--- src/hw/rtl/sli_pkg.sv ---
// ----------------------------------------------------------------------------
// sli_pkg
// Shared widths, operation and status codes, and the control structs that
// pass between the sorted list controller and its datapath.
// ----------------------------------------------------------------------------
package sli_pkg;

  localparam int KIND_W       = 2;
  localparam int DATA_W       = 32;
  localparam int STATUS_W     = 2;
  localparam int FILL_W       = 5;
  localparam int CAPACITY_DEF = 16;

  // operation codes
  localparam logic [KIND_W-1:0] KIND_INSERT = 2'd0;
  localparam logic [KIND_W-1:0] KIND_DELETE = 2'd1;
  localparam logic [KIND_W-1:0] KIND_DUMP   = 2'd2;

  // result status codes
  localparam logic [STATUS_W-1:0] ST_DONE      = 2'd0;
  localparam logic [STATUS_W-1:0] ST_NOT_FOUND = 2'd1;
  localparam logic [STATUS_W-1:0] ST_EMPTY     = 2'd2;
  localparam logic [STATUS_W-1:0] ST_FULL      = 2'd3;

  // controller -> datapath
  typedef struct packed {
    logic capture;    // latch the accepted word, clear dump counter
    logic exec;       // run a single-result op, load output register
    logic dump_step;  // emit head entry, rotate table
  } sli_cmd_t;

  // datapath -> controller
  typedef struct packed {
    logic dump_list;  // held op is a dump of a non-empty table
    logic out_free;   // output register can take a word this cycle
    logic dump_last;  // current dump step emits the final entry
  } sli_stat_t;

endpackage

--- src/hw/rtl/sli_ctrl.sv ---
// ----------------------------------------------------------------------------
// sli_ctrl
// Sequencer: accept a word, run the op, or step through a dump.
// ----------------------------------------------------------------------------
module sli_ctrl
  import sli_pkg::*;
(
  input  logic      clk,
  input  logic      rst_n,
  input  logic      in_valid,
  output logic      in_ready,
  input  sli_stat_t stat,
  output sli_cmd_t  cmd
);

  typedef enum logic [2:0] {
    S_IDLE = 3'b001,
    S_OP   = 3'b010,
    S_DUMP = 3'b100
  } sli_state_t;

  sli_state_t state_r, state_nxt;

  always_comb begin
    state_nxt = state_r;
    in_ready  = 1'b0;
    cmd       = '0;
    case (state_r)
      S_IDLE: begin
        in_ready = 1'b1;
        if (in_valid) begin
          cmd.capture = 1'b1;
          state_nxt   = S_OP;
        end
      end
      S_OP: begin
        if (stat.dump_list) begin
          state_nxt = S_DUMP;
        end else if (stat.out_free) begin
          cmd.exec  = 1'b1;
          state_nxt = S_IDLE;
        end
      end
      S_DUMP: begin
        if (stat.out_free) begin
          cmd.dump_step = 1'b1;
          if (stat.dump_last) state_nxt = S_IDLE;
        end
      end
      default: state_nxt = S_IDLE;
    endcase
  end

  always_ff @(posedge clk) begin
    if (!rst_n) state_r <= S_IDLE;
    else        state_r <= state_nxt;
  end

endmodule

--- config.mk ---
export PLATFORM = sky130hd
export DESIGN_NAME = sli_ctrl
export DESIGN_NICKNAME = d
export VERILOG_FILES = /design/src/hw/rtl/sli_pkg.sv /design/src/hw/rtl/sli_ctrl.sv
export SDC_FILE = /design/constraint.sdc
export NUM_CORES = 1
export LEC_CHECK = 0
export ABC_CLOCK_PERIOD_IN_PS = 1500
export BUFFER_PORTS_ARGS = -buffer_cell sky130_fd_sc_hd__buf_2
export CORE_AREA = 2 2 39 41
export CTS_BUF_LIST = sky130_fd_sc_hd__clkbuf_8
export CTS_CLUSTER_SIZE = 12
export DETAILED_ROUTE_END_ITERATION = 10
export DIE_AREA = 0 0 41 43
export PLACE_DENSITY = 0.34
export SYNTH_ARGS = -nofsm -noshare
export SYNTH_HDL_FRONTEND = slang
export SYNTH_SLANG_ARGS = --single-unit
--- constraint.sdc ---
create_clock -name clk -period 1.5 [get_ports clk]
set_input_delay 0.225 -clock clk [delete_from_list [all_inputs] [get_ports clk]]
set_output_delay 0.225 -clock clk [all_outputs]
set_load 0.02 [all_outputs]
==> metrics.txt <==
Top delay family on crit path simple AND/OR/NAND/NOR gates; GP Congestion ~0.66; Port Buffers 9; final wirelength 447 um; crit path time final about 1400 ps; Clock Tree Root clkbuf_8; initial drt markers 0; Routed Antenna Nets 0; Pleak 0.121 nW; Comb pwr share 13.1%; CP bufs+invs 1; Max-slew headroom ~83%; Post-Synth Adder-Cell Area 0%; final setup vio count 0; clock power share between 60% and 70%; filler cell count about 160; Post-synth EDFFs 0; Clock Path Buffers 2; vias 174; CTS tree built; CP cell instances or3b_4, nor2_1, buf_4; WL per Instance 9.31 um; GRT Total Usage just under 7%; total global routing overflow 0; syn_area_per_cell 9.09 um2; total negative slack 0 ps; nets 39; crit-path max cell delay around 420 ps; Post-synth top cells dfxtp_1, nand2b_1, nor2_1, nor3b_1; cell count of the worst hold path 3; DRC Markers 0; area leader, netlist dfxtp_1; chip height between 40 and 50 um; post-synthesis sequential area ratio 34.8%; Switching Share between 20% and 30%; io pins 10; core area 1380 um2; global-route wire length before repair 759 um; area delta synth->final 65.9%; Worst setup SP type flip-flop; Overall Power 364 uW; vias in the first global route 186; Synth Warn # 0; Pint 282 uW; max cap viols 0; Cell Area, Synth 173 um2; Starting Density around 12%; #FFs+latches synth 3; Arrival @ worst endpoint approximately 1200 ps; main combinational cell family by area after synthesis simple AND/OR/NAND/NOR gates; antenna diode count 0; hold_buf cts 0; net switching power 81.8 uW; ys flop type dfxtp_1; clock insertion delay at the later pin of the skew report 210 ps; worst flop-to-flop path endpoint state_r[1]$_SDFFE_PN0P_; Sequential Power Share 24.7%; CTS clk-pin slew, worst paths roughly 30 ps; Max Slew Vio Count 0; largest net degree at the start of global routing 7; compound-cell area share of the yosys netlist a little under a fifth; Post-Syn Instances 19; RSZ-0062 raised after global routing false; Largest regs state_r x3; Detail Placement HPWL 337 um; Num CTS Buffers 3; Worst R2R Path Depth 2; VDD IR max 0.349 mV; initial antenna violation count 0; worst hold endpoint state_r[1]$_SDFFE_PN0P_; kind of critical path reg2out; Required @ worst endpoint roughly 1300 ps; Rows 14; share of cells above drive strength 1 50.0%; Post-CTS Setup Repair Bufs 0; status complete, no violations; Synth Area in XOR/XNOR 0%; final hold viol count 0; synth top area cells dfxtp_1, nand2b_1, nor3b_1; worst slack on hold paths 260 ps; mux cell area share after synthesis 0%; post-layout util between 20 and 25%; flop2flop setup slack 450 ps; DR pass1 iterations 1; f_max ~700 MHz; number of H-tree levels 1; die area 1760 um2; slowest CP cell or3b_4; clk_skew 3.10 ps; CTS Sinks 3; CP Capture Type output port; peak fanout along the critical path 6; Simple-Gate Fraction of Synth Area between 40% and 50%; chip width 41 um; hold wc startpoint rst_n; share of the synthesized area in the top cell type 34.8%; Worst Hold Class in2reg; Yosys cell types 13; Final Cycle Share 96.5%; Synthesized Nets 25; Slew @ Worst Pin between 200 and 300 ps; asr flop ratio synth 0%; Most flops, register state_r; pwr/cell area 1270 nW/um2; via/cell ratio 3.63; flip-flop count of the largest register after layout 3; Worst R2R Start state_r[2]$_SDFFE_PN0P_
worst register-to-register path, stage by stage (launching register included):
cell and delay [ps]:
dfxtp_1 340, or3b_4 430, o31ai_2 210
layer usage:
layer  GRT usage [%]  vias to the layer above  routed length, um
li1                -                       95                  -
met1            9.32                       69                245
met2            7.50                       10                146
met3            3.14                        0                 55
met4            6.00                        0                  0
met5               0                        -                  0
cells by family (layout without fill, tap and decap cells):
kind of cell / after synthesis / count (layout)
AO/OA/AOI/OAI: 4 / 4
AND/OR/NAND/NOR: 12 / 12
flip-flops: 3 / 3
buffers and inverters: 0 / 13
per-stage QoR:
stage	instances	worst slack [ps]	area (um2)
after floorplan	19	224	173
after global placement	44	251	238
after detailed placement	44	223	238
after CTS	48	33.1	284
after global routing	48	5.58	287
final	48	53.1	287
power groups by stage:
stage	Combinational, mW	Sequential (mW)	Clock (mW)
3_3_place_gp	0.0465	0.0900	0
4_1_cts	0.0475	0.0895	0.233
2_1_floorplan	0.0301	0.0889	0
6_report	0.0476	0.0897	0.227
5_1_grt	0.0527	0.0907	0.240
3_5_place_dp	0.0472	0.0901	0
worst max path at each step:
stage / from / to / slack [ps] / depth (start not counted)
after floorplan: state_r[1]$_SDFFE_PN0P_ / cmd[1] / 220 / 2
after global placement: state_r[1]$_SDFFE_PN0P_ / cmd[1] / 250 / 3
after detailed placement: state_r[1]$_SDFFE_PN0P_ / cmd[1] / 220 / 3
after CTS: state_r[2]$_SDFFE_PN0P_ / cmd[1] / 30 / 3
after global routing: state_r[2]$_SDFFE_PN0P_ / cmd[1] / 6 / 3
final: state_r[2]$_SDFFE_PN0P_ / cmd[1] / 50 / 3
cell type report:
type / instances / area (um2) / share of cell area, %
Clock buffer: 3 / 41.3 / 14.4
Clock inverter: 1 / 3.75 / 1.31
Multi-Input combinational cell: 16 / 113 / 39.3
Sequential cell: 3 / 61.3 / 21.4
Tap cell: 16 / 20.0 / 6.99
Timing Repair Buffer: 9 / 47.5 / 16.6
repair_timing:
| action | 4_1_cts | 5_1_grt |
|---|---|---|
| pin swaps | 0 | 0 |
| endpoints found under the setup margin | 1 | 1 |
| gates resized for setup | 1 | 1 |
cell usage in the layout, fill, tap and decap left out:
| cell type | netlist | layout |
|---|---|---|
| o31ai_2 | 1 | 1 |
| dfxtp_1 | 3 | 2 |
| nor3_1 | 1 | 1 |
| dfxtp_2 | 0 | 1 |
| o21a_1 | 1 | 1 |
| nor3b_1 | 2 | 2 |
| a21oi_1 | 1 | 1 |
| nor2_1 | 2 | 2 |
| clkbuf_8 | 0 | 3 |
| nand2b_1 | 3 | 3 |
| buf_2 | 0 | 8 |
| nand2_1 | 1 | 1 |
| or3b_4 | 1 | 1 |
| nor2b_1 | 1 | 1 |
| and4bb_2 | 1 | 1 |
| buf_4 | 0 | 1 |
| a22oi_1 | 1 | 1 |
| inv_1 | 0 | 1 |
No activity file was read; power rests on OpenSTA's default activity.
