--- src/hw/rtl/sli_pkg.sv ---
// ----------------------------------------------------------------------------
// sli_pkg
// Shared widths, operation and status codes, and the control structs that
// pass between the sorted list controller and its datapath.
// ----------------------------------------------------------------------------
package sli_pkg;

  localparam int KIND_W       = 2;
  localparam int DATA_W       = 32;
  localparam int STATUS_W     = 2;
  localparam int FILL_W       = 5;
  localparam int CAPACITY_DEF = 16;

  // operation codes
  localparam logic [KIND_W-1:0] KIND_INSERT = 2'd0;
  localparam logic [KIND_W-1:0] KIND_DELETE = 2'd1;
  localparam logic [KIND_W-1:0] KIND_DUMP   = 2'd2;

  // result status codes
  localparam logic [STATUS_W-1:0] ST_DONE      = 2'd0;
  localparam logic [STATUS_W-1:0] ST_NOT_FOUND = 2'd1;
  localparam logic [STATUS_W-1:0] ST_EMPTY     = 2'd2;
  localparam logic [STATUS_W-1:0] ST_FULL      = 2'd3;

  // controller -> datapath
  typedef struct packed {
    logic capture;    // latch the accepted word, clear dump counter
    logic exec;       // run a single-result op, load output register
    logic dump_step;  // emit head entry, rotate table
  } sli_cmd_t;

  // datapath -> controller
  typedef struct packed {
    logic dump_list;  // held op is a dump of a non-empty table
    logic out_free;   // output register can take a word this cycle
    logic dump_last;  // current dump step emits the final entry
  } sli_stat_t;

endpackage

--- src/hw/rtl/sli_dp.sv ---
// ----------------------------------------------------------------------------
// sli_dp
// Sorted register row with parallel compares, occupancy count, dump counter
// and the output register.
// ----------------------------------------------------------------------------
module sli_dp
  import sli_pkg::*;
#(
  parameter int CAPACITY = CAPACITY_DEF
) (
  input  logic                     clk,
  input  logic                     rst_n,
  input  logic [KIND_W-1:0]        in_kind,
  input  logic signed [DATA_W-1:0] in_value,
  input  logic                     out_ready,
  output logic                     out_valid,
  output logic [STATUS_W-1:0]      out_status,
  output logic signed [DATA_W-1:0] out_entry,
  output logic [FILL_W-1:0]        out_fill,
  output logic                     out_last,
  input  sli_cmd_t                 cmd,
  output sli_stat_t                stat
);

  localparam int OCC_W = $clog2(CAPACITY + 1);

  logic [KIND_W-1:0]        kind_r;
  logic signed [DATA_W-1:0] value_r;
  logic signed [DATA_W-1:0] ent_r   [CAPACITY];
  logic signed [DATA_W-1:0] ent_nxt [CAPACITY];
  logic signed [DATA_W-1:0] ins_new [CAPACITY];
  logic signed [DATA_W-1:0] del_new [CAPACITY];
  logic signed [DATA_W-1:0] rot_new [CAPACITY];
  logic [OCC_W-1:0]         occ_r, occ_nxt, cnt_r;
  logic [CAPACITY-1:0]      keep, lt, hit, top;

  logic                     out_valid_r;
  logic [STATUS_W-1:0]      status_r, op_status;
  logic signed [DATA_W-1:0] entry_r;
  logic [FILL_W-1:0]        fill_r;
  logic                     last_r;
  logic                     full, empty, found, wr_ins, wr_del, dump_last;

  assign full      = (occ_r == OCC_W'(CAPACITY));
  assign empty     = (occ_r == '0);
  assign found     = |hit;
  assign dump_last = ((cnt_r + OCC_W'(1)) == occ_r);

  // per-cell compares and next values; table stays sorted so the
  // keep vector is a thermometer code
  for (genvar i = 0; i < CAPACITY; i++) begin : g_cell
    logic live;
    assign live    = (occ_r > OCC_W'(i));
    assign keep[i] = live && !(ent_r[i] > value_r);
    assign lt[i]   = ent_r[i] < value_r;
    assign hit[i]  = live && (ent_r[i] == value_r);
    assign top[i]  = ((OCC_W'(i) + OCC_W'(1)) == occ_r);

    if (i == 0) begin : g_first
      assign ins_new[i] = keep[i] ? ent_r[i] : value_r;
    end else begin : g_rest
      assign ins_new[i] = keep[i] ? ent_r[i] : (keep[i-1] ? value_r : ent_r[i-1]);
    end

    if (i == CAPACITY - 1) begin : g_last
      assign del_new[i] = ent_r[i];
      assign rot_new[i] = ent_r[0];
    end else begin : g_mid
      assign del_new[i] = lt[i] ? ent_r[i] : ent_r[i+1];
      assign rot_new[i] = top[i] ? ent_r[0] : ent_r[i+1];
    end
  end

  // single-result op outcome
  always_comb begin
    op_status = ST_DONE;
    wr_ins    = 1'b0;
    wr_del    = 1'b0;
    occ_nxt   = occ_r;
    case (kind_r)
      KIND_INSERT: begin
        if (full) begin
          op_status = ST_FULL;
        end else begin
          wr_ins  = 1'b1;
          occ_nxt = occ_r + OCC_W'(1);
        end
      end
      KIND_DELETE: begin
        if (empty) begin
          op_status = ST_EMPTY;
        end else if (!found) begin
          op_status = ST_NOT_FOUND;
        end else begin
          wr_del  = 1'b1;
          occ_nxt = occ_r - OCC_W'(1);
        end
      end
      KIND_DUMP: op_status = ST_EMPTY;  // only an empty dump gets here
      default:   op_status = ST_DONE;
    endcase
  end

  always_comb begin
    for (int i = 0; i < CAPACITY; i++) begin
      if (cmd.exec && wr_ins)      ent_nxt[i] = ins_new[i];
      else if (cmd.exec && wr_del) ent_nxt[i] = del_new[i];
      else if (cmd.dump_step)      ent_nxt[i] = rot_new[i];
      else                         ent_nxt[i] = ent_r[i];
    end
  end

  always_ff @(posedge clk) begin
    for (int i = 0; i < CAPACITY; i++) ent_r[i] <= ent_nxt[i];
    if (cmd.capture) begin
      kind_r  <= in_kind;
      value_r <= in_value;
    end
    if (cmd.exec) begin
      status_r <= op_status;
      entry_r  <= value_r;
      fill_r   <= FILL_W'(occ_nxt);
      last_r   <= 1'b1;
    end else if (cmd.dump_step) begin
      status_r <= ST_DONE;
      entry_r  <= ent_r[0];
      fill_r   <= FILL_W'(occ_r);
      last_r   <= dump_last;
    end
  end

  always_ff @(posedge clk) begin
    if (!rst_n) begin
      occ_r       <= '0;
      cnt_r       <= '0;
      out_valid_r <= 1'b0;
    end else begin
      if (cmd.exec) occ_r <= occ_nxt;
      if (cmd.capture)        cnt_r <= '0;
      else if (cmd.dump_step) cnt_r <= cnt_r + OCC_W'(1);
      if (cmd.exec || cmd.dump_step) out_valid_r <= 1'b1;
      else if (out_ready)             out_valid_r <= 1'b0;
    end
  end

  assign stat.dump_list = (kind_r == KIND_DUMP) && !empty;
  assign stat.out_free  = !out_valid_r || out_ready;
  assign stat.dump_last = dump_last;

  assign out_valid  = out_valid_r;
  assign out_status = status_r;
  assign out_entry  = entry_r;
  assign out_fill   = fill_r;
  assign out_last   = last_r;

endmodule

--- config.mk ---
export PLATFORM = sky130hd
export DESIGN_NAME = sli_dp
export DESIGN_NICKNAME = d
export VERILOG_FILES = /design/src/hw/rtl/sli_pkg.sv /design/src/hw/rtl/sli_dp.sv
export SDC_FILE = /design/constraint.sdc
export NUM_CORES = 2
export LEC_CHECK = 0
export BUFFER_PORTS_ARGS = -buffer_cell sky130_fd_sc_hd__buf_2
export CAP_MARGIN = 0
export CORE_MARGIN = 2
export CORE_UTILIZATION = 37
export DETAILED_ROUTE_END_ITERATION = 7
export MAX_ROUTING_LAYER = met4
export PLACE_DENSITY = 0.61
export SKIP_LAST_GASP = 1
export SYNTH_ARGS = -nofsm -noshare
export SYNTH_HDL_FRONTEND = slang
export SYNTH_SLANG_ARGS = --single-unit
--- constraint.sdc ---
create_clock -name clk -period 7.15 [get_ports clk]
set_input_delay 1.43 -clock clk [delete_from_list [all_inputs] [get_ports clk]]
set_output_delay 1.43 -clock clk [all_outputs]
set_load 0.05 [all_outputs]
==> impl_metrics.json <==
{
  "io_buffers": 83,
  "synthCells": 4467,
  "core-area_sq_um": 123500,
  "critical_path.max_fanout": 19,
  "slew_violations": 14,
  "violations": "max-slew violations",
  "hold_violations": 0,
  "synth_seq_area_share_pct": 38.72,
  "place_hpwl_mm": 136.4,
  "cp_top_family": "simple AND/OR/NAND/NOR gates",
  "ant_nets": 0,
  "p_clk_share_pct": 30.7,
  "synth_ff_type": "edfxtp_1",
  "yosysWarnings": 0,
  "powerDensity_nw_per_um2": 249.7,
  "drive_gt1_share_pct": 12.15,
  "drt_pass1_iterations": 6,
  "grt_pass1_vias": 37090,
  "status": "complete, but fails checks",
  "post_cts_resize_count": 0,
  "max-slew-margin-rel_pct": -3.252,
  "crit_required_ns": 7.53,
  "combinationalPowerShare_pct": 28.0,
  "p_seq_share_pct": 41.4,
  "drt-total-wl_mm": 199.3,
  "p_int_w": 0.008026,
  "place_congestion": 1.030,
  "finalSetupViolations": 0,
  "critPathCaptureType": "flop",
  "wl_per_cell_microns": 32.62,
  "finalCritPeriodShare_pct": 89.32,
  "min_path_type": "reg -> reg",
  "max-vdd-ir-drop_mv": 0.1626,
  "drt-initial-drc-count": 5963,
  "numCtsBuffers": 75,
  "clk_latency_ns": 0.70,
  "grt_first_pass_wirelength_mm": 280.1,
  "synth_area_leaders": "edfxtp_1 38%, ha_1 14%, mux2i_1 10%",
  "crit_arrival_ns": 6.76,
  "drv_cap": 0,
  "clock_sinks": 597,
  "rsz0062_at_grt": "false",
  "rows": 129,
  "worst-slew-pin-transition_ns": 1.549,
  "grt_max_degree": 192,
  "p_leak_nw": 21.10,
  "syn_area_per_cell_sq_um": 10.30,
  "cts_tree": "done",
  "p_sw_share_pct": 36.66,
  "synth-seq-cells": 597,
  "power_w": 0.01267,
  "path_cells": "inv_1, ha_1, nand3_1, nor3_1, nand4b_1, o21ai_0, nor3_1, and2_1, o21ai_1, o21ai_0, nor2_4, buf_12",
  "fill_cells": 11910,
  "rrSetupSlack_ns": 0.76,
  "max_freq_mhz": 156.6,
  "synth_edf_count": 585,
  "cts_hold_buf": 0,
  "synth_nets": 5026,
  "switchingPower_w": 0.004645,
  "gr-usage-all-layers_pct": 31.57,
  "drc": 0,
  "avgViaCountPerCell": 6.539,
  "gr-total-overflow": 0,
  "yosys.area.top_type": "edfxtp_1",
  "criticalPathCategory": "reg -> reg",
  "slowest_stage": "nor3_1",
  "nets": 4968,
  "worst_clock_skew_ns": 0.03132,
  "synth-async-reset-ratio_pct": 0,
  "critPathBufInv": 2,
  "antenna_found_initial": 4,
  "die_area_sq_um": 127100,
  "start_util_pct": 37.25,
  "path_clk_slew_ns": 0.06,
  "cts.root.buffer_cell": "clkbuf_16",
  "clock_path_buffers": 3,
  "vias": 39950,
  "ios": 84,
  "area_growth_pct": 10.33,
  "finalCriticalPeriod_ns": 6.386,
  "die_y_microns": 356.6,
  "cts_setup_buffers": 0,
  "crit_path_max_incr_delay_ns": 0.95,
  "cts.htree.levels": 3,
  "synth_top_area_share_pct": 38.19,
  "syn_area_sq_um": 45990,
  "tns_ns": 0,
  "synth_cell_type_count": 81,
  "startpoint_type": "flop",
  "die_x_microns": 356.6
}
layout make-up:
type	instances	area (sq um)	share of cell area, %
Antenna cell	5	12.51	0.02466
Clock buffer	96	2018	3.977
Clock inverter	40	382.9	0.7545
Inverter	76	285.3	0.5621
Multi-Input combinational cell	3467	26830	52.88
Sequential cell	597	17810	35.09
Tap cell	1637	2048	4.036
Timing Repair Buffer	192	1359	2.678
flip-flops by register name, indices dropped and copies added, names as in the netlist, 2 cells and up:
register and count:
cnt_r 5, ent_r 512, kind_r 2, occ_r 5
out_entry 32, out_fill 5, out_status 2, value_r 32
Yosys cell counts, types with 12 or more instances:
library cell	number
buf_2	49
o21ai_0	156
nor2b_1	50
o211ai_1	14
nor4_1	31
buf_4	18
o31ai_1	37
nand4_1	140
a211oi_1	114
nor3_1	105
nand3_1	115
a21oi_1	468
edfxtp_1	585
a22oi_1	41
a22oi_2	58
o221ai_1	64
a221o_1	35
buf_1	16
nand2b_1	50
a21o_1	62
ha_1	519
dfxtp_1	12
mux2_1	35
o211a_1	39
inv_1	75
nand2_1	342
mux2_2	123
mux2i_1	462
clkbuf_1	233
nor2_1	233
worst paths after layout:
check                            startpoint            to  cells past startpoint
worst max register to register  value_r[28]  ent_r[1][54]                     12
worst max-delay path            value_r[28]  ent_r[1][54]                     12
worst min-delay path              out_valid     out_valid                      2
worst min register to register    out_valid     out_valid                      2
worst min-delay path: stages, from the launching register on:
cell      delay (ns)
dfxtp_1         0.30
nand2b_1        0.07
a21boi_0        0.07
kinds of logic after synthesis:
group / Yosys count / synth area share [%]
DFF: 597 / 38.72
and+or+nand+nor: 1129 / 11.88
xor gates and xnor gates: 15 / 0.2856
AOI/OAI and AO/OA: 1184 / 17.33
adders and majority gates: 519 / 14.12
muxes: 620 / 13.92
buffers and inverters: 403 / 3.749
per-stage QoR:
step	setup slack (ns)	util (%)	cells	hold WS, ns	area (sq um)
global placement	1.146	39.14	5969	0.5066	48330
detailed placement	1.020	39.14	5969	0.5025	48330
CTS	0.9816	41.09	6105	0.5105	50730
global route	0.6518	41.09	6107	0.5556	50740
floorplan	1.307	-	4467	0.4981	45990
finish	0.7639	41.10	6110	0.4984	50750
power by group through the flow:
stage	Clock, W	Combinational (W)	Sequential (W)
after floorplan	0	0.00225	0.00497
after global placement	0	0.00334	0.00528
after detailed placement	0	0.00342	0.00527
after CTS	0.00394	0.00344	0.00521
after global routing	0.00405	0.00385	0.00527
final	0.00389	0.00354	0.00524
placed cells by master, fill, tap and decap left out, types with 14 or more instances in the layout:
master     Yosys  final
edfxtp_1     585    585
nor2b_1       50     50
mux2_2       123    123
nand2b_1      50     50
o31ai_1       37     37
clkbuf_1     233     17
a21o_1        62     61
inv_1         75     74
o211a_1       39     38
nor4_1        31     31
nand2_1      342    338
nor3_1       105    102
o21ai_0      156    156
ha_1         519    519
mux2_1        35     35
a21oi_1      468    460
o221ai_1      64     64
nor2_1       233    229
a22oi_1       41     41
a211oi_1     114    110
nand3_1      115    114
a22oi_2       58     58
a221o_1       35     35
mux2i_1      462    462
clkinv_1       1     15
clkbuf_16      0     77
o211ai_1      14     14
nand4_1      140    140
buf_4         18     99
buf_2         49     83
per-layer routing:
| metal | global-route usage, % | vias up | share of wire (%) |
|---|---|---|---|
| li1 | - | 17240 | - |
| met5 | - | - | 0 |
| met2 | 44.05 | 2552 | 42 |
| met3 | 6.486 | 491 | 11 |
| met1 | 43.74 | 19670 | 42 |
| met4 | 13.97 | 0 | 4.9 |
Power figures use the tool's default switching activity.
